## src/rtl/knn_pkg.sv

```systemverilog
// Package for the nearest-neighbour rating predictor: widths, opcodes and
// the command/status structures shared by the controller and the datapath.
// No dependencies.
`timescale 1ns / 1ps

package knn_pkg;

    // Table sizes.
    localparam int USER_W     = 8;
    localparam int NUM_USERS  = 1 << USER_W;
    localparam int ITEM_W     = 10;
    localparam int NUM_ITEMS  = 1 << ITEM_W;
    localparam int SIM_AW     = 2 * USER_W;
    localparam int RAT_AW     = USER_W + ITEM_W;
    localparam int CLR_W      = RAT_AW;

    // Field and arithmetic widths.
    localparam int OP_W       = 3;
    localparam int SIM_W      = 16;
    localparam int RAT_W      = 3;
    localparam int FRAC_W     = 8;
    localparam int SUM_W      = 13;
    localparam int CNT_W      = 11;
    localparam int MEAN_W     = 11;
    localparam int DIFF_W     = RAT_W + FRAC_W + 1;
    localparam int PROD_W     = SIM_W + DIFF_W;
    localparam int ABS_W      = SIM_W + 1;
    localparam int NUM_W      = PROD_W + USER_W;
    localparam int DEN_W      = ABS_W + USER_W - 1;
    localparam int QUO_W      = 11;
    localparam int RES_W      = QUO_W + 2;
    localparam int PRED_W     = 11;
    localparam int CFG_AW     = 1;
    localparam int IN_W       = 48;
    localparam int OUT_W      = 16;

    localparam logic [USER_W-1:0] USER_LAST = USER_W'(NUM_USERS - 1);
    localparam logic [CLR_W-1:0]  CLR_LAST  = {CLR_W{1'b1}};

    // Opcodes.
    typedef logic [OP_W-1:0] t_op;
    localparam t_op OP_WR_SIM = 3'd0;
    localparam t_op OP_WR_THR = 3'd1;
    localparam t_op OP_WR_RAT = 3'd2;
    localparam t_op OP_MEANS  = 3'd3;
    localparam t_op OP_PRED   = 3'd4;

    // Configuration register indexes.
    localparam logic [CFG_AW-1:0] CFG_MIN_RATING = 1'b0;
    localparam logic [CFG_AW-1:0] CFG_MAX_RATING = 1'b1;

    // Kind of result loaded into the output register.
    typedef enum logic [1:0] {
        RES_ZERO,
        RES_EMPTY,
        RES_PRED
    } t_res_kind;

    // Commands from the controller to the datapath.
    typedef struct packed {
        logic              load;
        logic              clr_we;
        logic [CLR_W-1:0]  clr_addr;
        logic              wr_sim;
        logic              wr_thr;
        logic              upd_rat;
        logic              use_walk;
        logic [USER_W-1:0] walk_u;
        logic              walk_issue;
        logic              acc_clr;
        logic              tgt_cap;
        logic              div_start;
        logic              div_means;
        logic              mean_we;
        logic              out_load;
        t_res_kind         res_kind;
    } t_cmd;

    // Status from the datapath to the controller.
    typedef struct packed {
        t_op  op;
        logic cnt_zero;
        logic pipe_busy;
        logic div_busy;
    } t_stat;

endpackage

```

## src/rtl/knn_ctrl.sv

```systemverilog
// Controller of the predictor: clearing sweep, opcode dispatch, the user
// walks and the output handshake. Depends on knn_pkg.
`timescale 1ns / 1ps

module knn_ctrl
    import knn_pkg::*;
(
    input  logic  i_clk,
    input  logic  i_rst_n,
    input  logic  i_in_valid,
    output logic  o_in_ready,
    output logic  o_out_valid,
    input  logic  i_out_ready,
    output t_cmd  o_cmd,
    input  t_stat i_stat
);

    typedef enum logic [3:0] {
        S_CLEAR,
        S_IDLE,
        S_DISPATCH,
        S_RAT_UPD,
        S_MEAN_RD,
        S_MEAN_DIV,
        S_MEAN_WAIT,
        S_PRED_CHK,
        S_PRED_WALK,
        S_PRED_DRAIN,
        S_PRED_DIV,
        S_PRED_WAIT,
        S_DONE
    } t_state;

    t_state            r_state;
    logic [CLR_W-1:0]  r_clr;
    logic [USER_W-1:0] r_u;
    t_res_kind         r_res_kind;
    logic              r_out_valid;
    logic              w_out_load;

    assign w_out_load = (r_state == S_DONE) && (!r_out_valid || i_out_ready);

    // Commands decoded from the current state.
    always_comb begin
        o_cmd          = '0;
        o_cmd.clr_addr = r_clr;
        o_cmd.walk_u   = r_u;
        o_cmd.res_kind = r_res_kind;
        o_cmd.out_load = w_out_load;
        case (r_state)
            S_CLEAR: o_cmd.clr_we = 1'b1;
            S_IDLE: begin
                o_cmd.load    = i_in_valid;
                o_cmd.acc_clr = 1'b1;
            end
            S_DISPATCH: begin
                o_cmd.wr_sim = (i_stat.op == OP_WR_SIM);
                o_cmd.wr_thr = (i_stat.op == OP_WR_THR);
            end
            S_RAT_UPD:   o_cmd.upd_rat = 1'b1;
            S_MEAN_RD:   o_cmd.use_walk = 1'b1;
            S_MEAN_DIV: begin
                o_cmd.use_walk  = 1'b1;
                o_cmd.div_start = 1'b1;
                o_cmd.div_means = 1'b1;
            end
            S_MEAN_WAIT: begin
                o_cmd.use_walk = 1'b1;
                o_cmd.mean_we  = !i_stat.div_busy;
            end
            S_PRED_CHK:  o_cmd.tgt_cap = 1'b1;
            S_PRED_WALK: begin
                o_cmd.use_walk   = 1'b1;
                o_cmd.walk_issue = 1'b1;
            end
            S_PRED_DIV:  o_cmd.div_start = 1'b1;
            default:     o_cmd.acc_clr = 1'b0;
        endcase
    end

    // State, walk counter, clearing address and output valid.
    always_ff @(posedge i_clk) begin
        if (!i_rst_n) begin
            r_state     <= S_CLEAR;
            r_clr       <= '0;
            r_u         <= '0;
            r_res_kind  <= RES_ZERO;
            r_out_valid <= 1'b0;
        end else begin
            if (w_out_load) begin
                r_out_valid <= 1'b1;
            end else if (i_out_ready) begin
                r_out_valid <= 1'b0;
            end
            case (r_state)
                S_CLEAR: begin
                    r_clr <= r_clr + 1'b1;
                    if (r_clr == CLR_LAST) begin
                        r_state <= S_IDLE;
                    end
                end
                S_IDLE: begin
                    if (i_in_valid) begin
                        r_state <= S_DISPATCH;
                    end
                end
                S_DISPATCH: begin
                    r_u        <= '0;
                    r_res_kind <= RES_ZERO;
                    case (i_stat.op)
                        OP_WR_RAT: r_state <= S_RAT_UPD;
                        OP_MEANS:  r_state <= S_MEAN_RD;
                        OP_PRED:   r_state <= S_PRED_CHK;
                        default:   r_state <= S_DONE;
                    endcase
                end
                S_RAT_UPD:  r_state <= S_DONE;
                S_MEAN_RD:  r_state <= S_MEAN_DIV;
                S_MEAN_DIV: r_state <= S_MEAN_WAIT;
                S_MEAN_WAIT: begin
                    if (!i_stat.div_busy) begin
                        if (r_u == USER_LAST) begin
                            r_state <= S_DONE;
                        end else begin
                            r_u     <= r_u + 1'b1;
                            r_state <= S_MEAN_RD;
                        end
                    end
                end
                S_PRED_CHK: begin
                    if (i_stat.cnt_zero) begin
                        r_res_kind <= RES_EMPTY;
                        r_state    <= S_DONE;
                    end else begin
                        r_state <= S_PRED_WALK;
                    end
                end
                S_PRED_WALK: begin
                    if (r_u == USER_LAST) begin
                        r_state <= S_PRED_DRAIN;
                    end else begin
                        r_u <= r_u + 1'b1;
                    end
                end
                S_PRED_DRAIN: begin
                    if (!i_stat.pipe_busy) begin
                        r_state <= S_PRED_DIV;
                    end
                end
                S_PRED_DIV: r_state <= S_PRED_WAIT;
                S_PRED_WAIT: begin
                    if (!i_stat.div_busy) begin
                        r_res_kind <= RES_PRED;
                        r_state    <= S_DONE;
                    end
                end
                S_DONE: begin
                    if (w_out_load) begin
                        r_state <= S_IDLE;
                    end
                end
                default: r_state <= S_IDLE;
            endcase
        end
    end

    assign o_in_ready  = (r_state == S_IDLE);
    assign o_out_valid = r_out_valid;

endmodule

```

## config.mk

```make
export PLATFORM = sky130hd
export DESIGN_NAME = knn_ctrl
export DESIGN_NICKNAME = d
export VERILOG_FILES = /design/src/rtl/knn_pkg.sv /design/src/rtl/knn_ctrl.sv
export SDC_FILE = /design/constraint.sdc
export NUM_CORES = 1
export LEC_CHECK = 0
export BUFFER_PORTS_ARGS = -buffer_cell sky130_fd_sc_hd__buf_2
export CAP_MARGIN = 20
export CELL_PAD_IN_SITES_DETAIL_PLACEMENT = 1
export CELL_PAD_IN_SITES_GLOBAL_PLACEMENT = 1
export CORE_MARGIN = 3
export CORE_UTILIZATION = 42
export CTS_BUF_LIST = sky130_fd_sc_hd__clkbuf_8
export DETAILED_ROUTE_END_ITERATION = 16
export PLACE_DENSITY_LB_ADDON = 0.1
export RECOVER_POWER = 25
export SLEW_MARGIN = 40
export SYNTH_ARGS = -nofsm -noshare
export SYNTH_HDL_FRONTEND = slang
export SYNTH_SLANG_ARGS = --single-unit
```

## constraint.sdc

```tcl
create_clock -name i_clk -period 3.6 [get_ports i_clk]
set_input_delay 0.72 -clock i_clk [delete_from_list [all_inputs] [get_ports i_clk]]
set_output_delay 0.72 -clock i_clk [all_outputs]
set_load 0.02 [all_outputs]
```

==> out/results.ini <==
[critical_path]
worst_path_largest_cell_delay_ns=0.71
startpoint_type=flop
critical_path_start_end_classification=flop to primary output
worstPathRequired_ns=2.88
crit_path_cell_trace=nor2b_1 > nand2_1 > nor4_1 > buf_2
cp.arrival_ns=1.93
critPathBufInv=1
critical_path.max_fanout=16
critical_path.slowest_cell=sky130_fd_sc_hd__dfxtp_1
cp_top_family=simple AND/OR/NAND/NOR gates
cp-end-kind=primary output

[clocking]
cts_tree=done
cts_made_buffers=5
cts_max_path_buffers=2
post_cts.resized_instances=0
cts.sink_count=33
root_buffer=sky130_fd_sc_hd__clkbuf_8
path_clk_slew_ns=0.06
clock_tree.htree_level_count=2
clkLatencyLatePin_ns=0.28
cts.repair_timing.setup_buffer_count=0
cts_hold_buf=0

[floorplanning]
fp.dieArea_um2=5440
chip_height_um=73.8
die-width_um=73.8
number_of_rows_in_the_core_area=24
initial_core_util_pct=44.0
fp.coreArea_um2=4380
boundaryPins=53

[yosys]
post_synthesis_register_bit_count=33
synth_edf_count=0
yosysWarningCount=0
post-synth-top-area-cell=sky130_fd_sc_hd__dfxtp_1
syn-num-nets=250
ys_top_cells_by_area=sky130_fd_sc_hd__dfxtp_1, sky130_fd_sc_hd__xnor2_1, sky130_fd_sc_hd__nand2_1
synthFlopType=sky130_fd_sc_hd__dfxtp_1
fraction_of_the_yosys_area_taken_by_sequential_cells_pct=34.3
synth_largest_type_area_fraction_pct=34.3
synth.avg_cell_area_um2=8.10
synthDistinctLibCells=46
proportion_of_register_bits_with_asynchronous_set_or_reset_after_synthesis_pct=0
post_synth_inst_count=238
syn_area_um2=1930

[drt]
routed_wl_mm=5.11
detail_route.iter0.violations=101
drc=0
detail-route-antenna-nets=0
vias=1874
drt-wirelength-per-cell_um=15.3
post_drt_via_cell_ratio=5.61
detailed_routing_iteration_count_for_the_pre_antenna_repair_pass=4

[grt]
use_met1_pct=27.2
global_route.peak_usage_layer=met2
gr-total-overflow=0
via_count_of_the_first_global_routing_pass=1808
global_route.usage.met2_pct=30.9
grt_max_degree=22
wire_length_of_the_first_global_routing_pass_mm=8.51
gr-usage-all-layers_pct=19.9
met3_usage_pct=3.83
number_of_antenna_violations_at_the_first_check_in_global_routing=0

[timing]
worst_slew_margin_rel_pct=55.9
max_clock_freq_mhz=377
finalCritPeriodShare_pct=73.7
worst-slew-pin-transition_ns=0.657
minimum_clock_period_after_layout_ns=2.65
clock-skew-final_ns=0.00759
timing.final.max_slew_violations=0
rsz0062_at_grt=false
final_critical_path_setup_slack_ns=0.947
final_sum_of_negative_setup_slack_ns=0
timing.final.setup_violations=0
hold_viol_final=0

[finish]
num_antenna_cells=0
area_taken_by_multi_input_logic_gates_um2=1140
post_route_cells_drive_above_1_share_pct=19.5
layout.area.seq_um2=661
layout.nets=293
postLayoutCellArea_um2=2260
synthToLayoutAreaGrowth_pct=17.1
finalCoreUtilization_pct=51.5
nFillCells=571

[power_and_ir_drop]
power_per_cell_area_nw_per_um2=339
p_leak_uw=0.000856
irDropWorstVdd_v=0.000186

[placement]
detailedPlacementHpwl_mm=3.73
worst_slack_placed_ns=1.28
post_dp_cell_area_um2=2160
routabilityCongestion=0.866
io_buffer_count=52

[run]
drv.max_cap_violation_count=0

[hold_path]
timing.hold.worst.class=flop to flop

[status]
run_status=completed

==> Yosys cell counts (2+ instances only) <==
cell type / n
sky130_fd_sc_hd__dfxtp_1: 33
sky130_fd_sc_hd__nand2_1: 23
sky130_fd_sc_hd__nor2_1: 20
sky130_fd_sc_hd__o21ai_0: 16
sky130_fd_sc_hd__a21oi_1: 13
sky130_fd_sc_hd__nor3_1: 11
sky130_fd_sc_hd__xnor2_1: 11
sky130_fd_sc_hd__inv_1: 9
sky130_fd_sc_hd__or3_1: 9
sky130_fd_sc_hd__nand3_1: 8
sky130_fd_sc_hd__nand4_1: 7
sky130_fd_sc_hd__clkbuf_1: 6
sky130_fd_sc_hd__buf_2: 5
sky130_fd_sc_hd__and2_1: 4
sky130_fd_sc_hd__and3_1: 4
sky130_fd_sc_hd__mux2i_1: 4
sky130_fd_sc_hd__nor2b_1: 4
sky130_fd_sc_hd__o31ai_1: 4
sky130_fd_sc_hd__xor2_1: 4
sky130_fd_sc_hd__and4_1: 3
sky130_fd_sc_hd__nand2b_1: 3
sky130_fd_sc_hd__a31o_2: 2
sky130_fd_sc_hd__buf_4: 2
sky130_fd_sc_hd__buf_6: 2
sky130_fd_sc_hd__ha_1: 2
sky130_fd_sc_hd__nand3b_1: 2
sky130_fd_sc_hd__nand4_4: 2
sky130_fd_sc_hd__nor3b_1: 2
sky130_fd_sc_hd__nor4_1: 2
sky130_fd_sc_hd__nor4_2: 2
sky130_fd_sc_hd__o221ai_1: 2
sky130_fd_sc_hd__or2_2: 2
sky130_fd_sc_hd__or4_1: 2
==> metal layers <==
metal | part of all wire, % | up-vias
met4 | 1.7 | 0
met1 | 48 | 885
li1 | - | 930
met3 | 4.7 | 9
met5 | 0 | -
met2 | 46 | 50
==> area by class of cell <==
cell class              instances  share of cell area (%)
clock buffers                   6                    3.66
clock inverters                 2                    1.50
inverters                       9                    1.50
multi-input cells             180                    50.7
flip-flops and latches         33                    29.3
well taps                      52                    2.88
repair buffers                 52                    10.5
==> tightest hold or removal path, cell delays in order, from the launching register on <==
cell and delay (ns):
sky130_fd_sc_hd__dfxtp_1 0.33, sky130_fd_sc_hd__o31ai_1 0.07, sky130_fd_sc_hd__a21oi_1 0.06
==> per-stage QoR <==
step | power [uW] | hold WS, ns | std cells
after floorplan | 398 | 0.564 | 238
after global placement | 413 | 0.486 | 326
after detailed placement | 414 | 0.487 | 326
after CTS | 777 | 0.496 | 334
after global routing | 795 | 0.546 | 334
final | 766 | 0.503 | 334
==> registers in the layout (all words and copies together), names as in the netlist <==
signal       count
r_clr           18
r_state          4
o_out_valid      1
r_res_kind       2
r_u              8
==> placed cells by master, fill, tap and decap left out, types with 3 or more instances in the layout <==
master | netlist | layout
sky130_fd_sc_hd__nand2_1 | 23 | 23
sky130_fd_sc_hd__and2_1 | 4 | 4
sky130_fd_sc_hd__buf_2 | 5 | 34
sky130_fd_sc_hd__dfxtp_1 | 33 | 33
sky130_fd_sc_hd__nor3_1 | 11 | 11
sky130_fd_sc_hd__or3_1 | 9 | 9
sky130_fd_sc_hd__a21oi_1 | 13 | 13
sky130_fd_sc_hd__nand4_1 | 7 | 7
sky130_fd_sc_hd__nand3_1 | 8 | 8
sky130_fd_sc_hd__clkbuf_8 | 0 | 6
sky130_fd_sc_hd__nor2_1 | 20 | 20
sky130_fd_sc_hd__o21ai_0 | 16 | 16
sky130_fd_sc_hd__and4_1 | 3 | 3
sky130_fd_sc_hd__and3_1 | 4 | 4
sky130_fd_sc_hd__nand2b_1 | 3 | 3
sky130_fd_sc_hd__xnor2_1 | 11 | 11
sky130_fd_sc_hd__inv_1 | 9 | 10
sky130_fd_sc_hd__xor2_1 | 4 | 4
sky130_fd_sc_hd__clkbuf_1 | 6 | 18
sky130_fd_sc_hd__mux2i_1 | 4 | 4
sky130_fd_sc_hd__nor2b_1 | 4 | 4
sky130_fd_sc_hd__o31ai_1 | 4 | 4
==> path summary, 6_finish.rpt <==
kind              start  depth (start not counted)  slack (ns)          to
max          r_state[1]                          4        0.95   o_cmd[19]
min              r_u[7]                          2        0.50      r_u[7]
min reg2reg      r_u[7]                          2        0.50      r_u[7]
max reg2reg  r_state[0]                          5        1.36  r_state[2]
==> power breakdown <==
| part | internal, uW | switching, uW | leakage, uW |
|---|---|---|---|
| Combinational | 10.8 | 21.7 | 0.000527 |
| Sequential | 368 | 4.81 | 0.000266 |
| Clock | 223 | 138 | 0.0000626 |
==> cells by family after synthesis <==
group / share of synthesized area [%]
and+or+nand+nor: 33.9
adders and majority gates: 1.30
DFF: 34.3
AOI/OAI and AO/OA: 14.7
xor gates and xnor gates: 6.81
buffers and inverters: 6.36
muxes: 2.66
(Power assumes the default switching activity.)
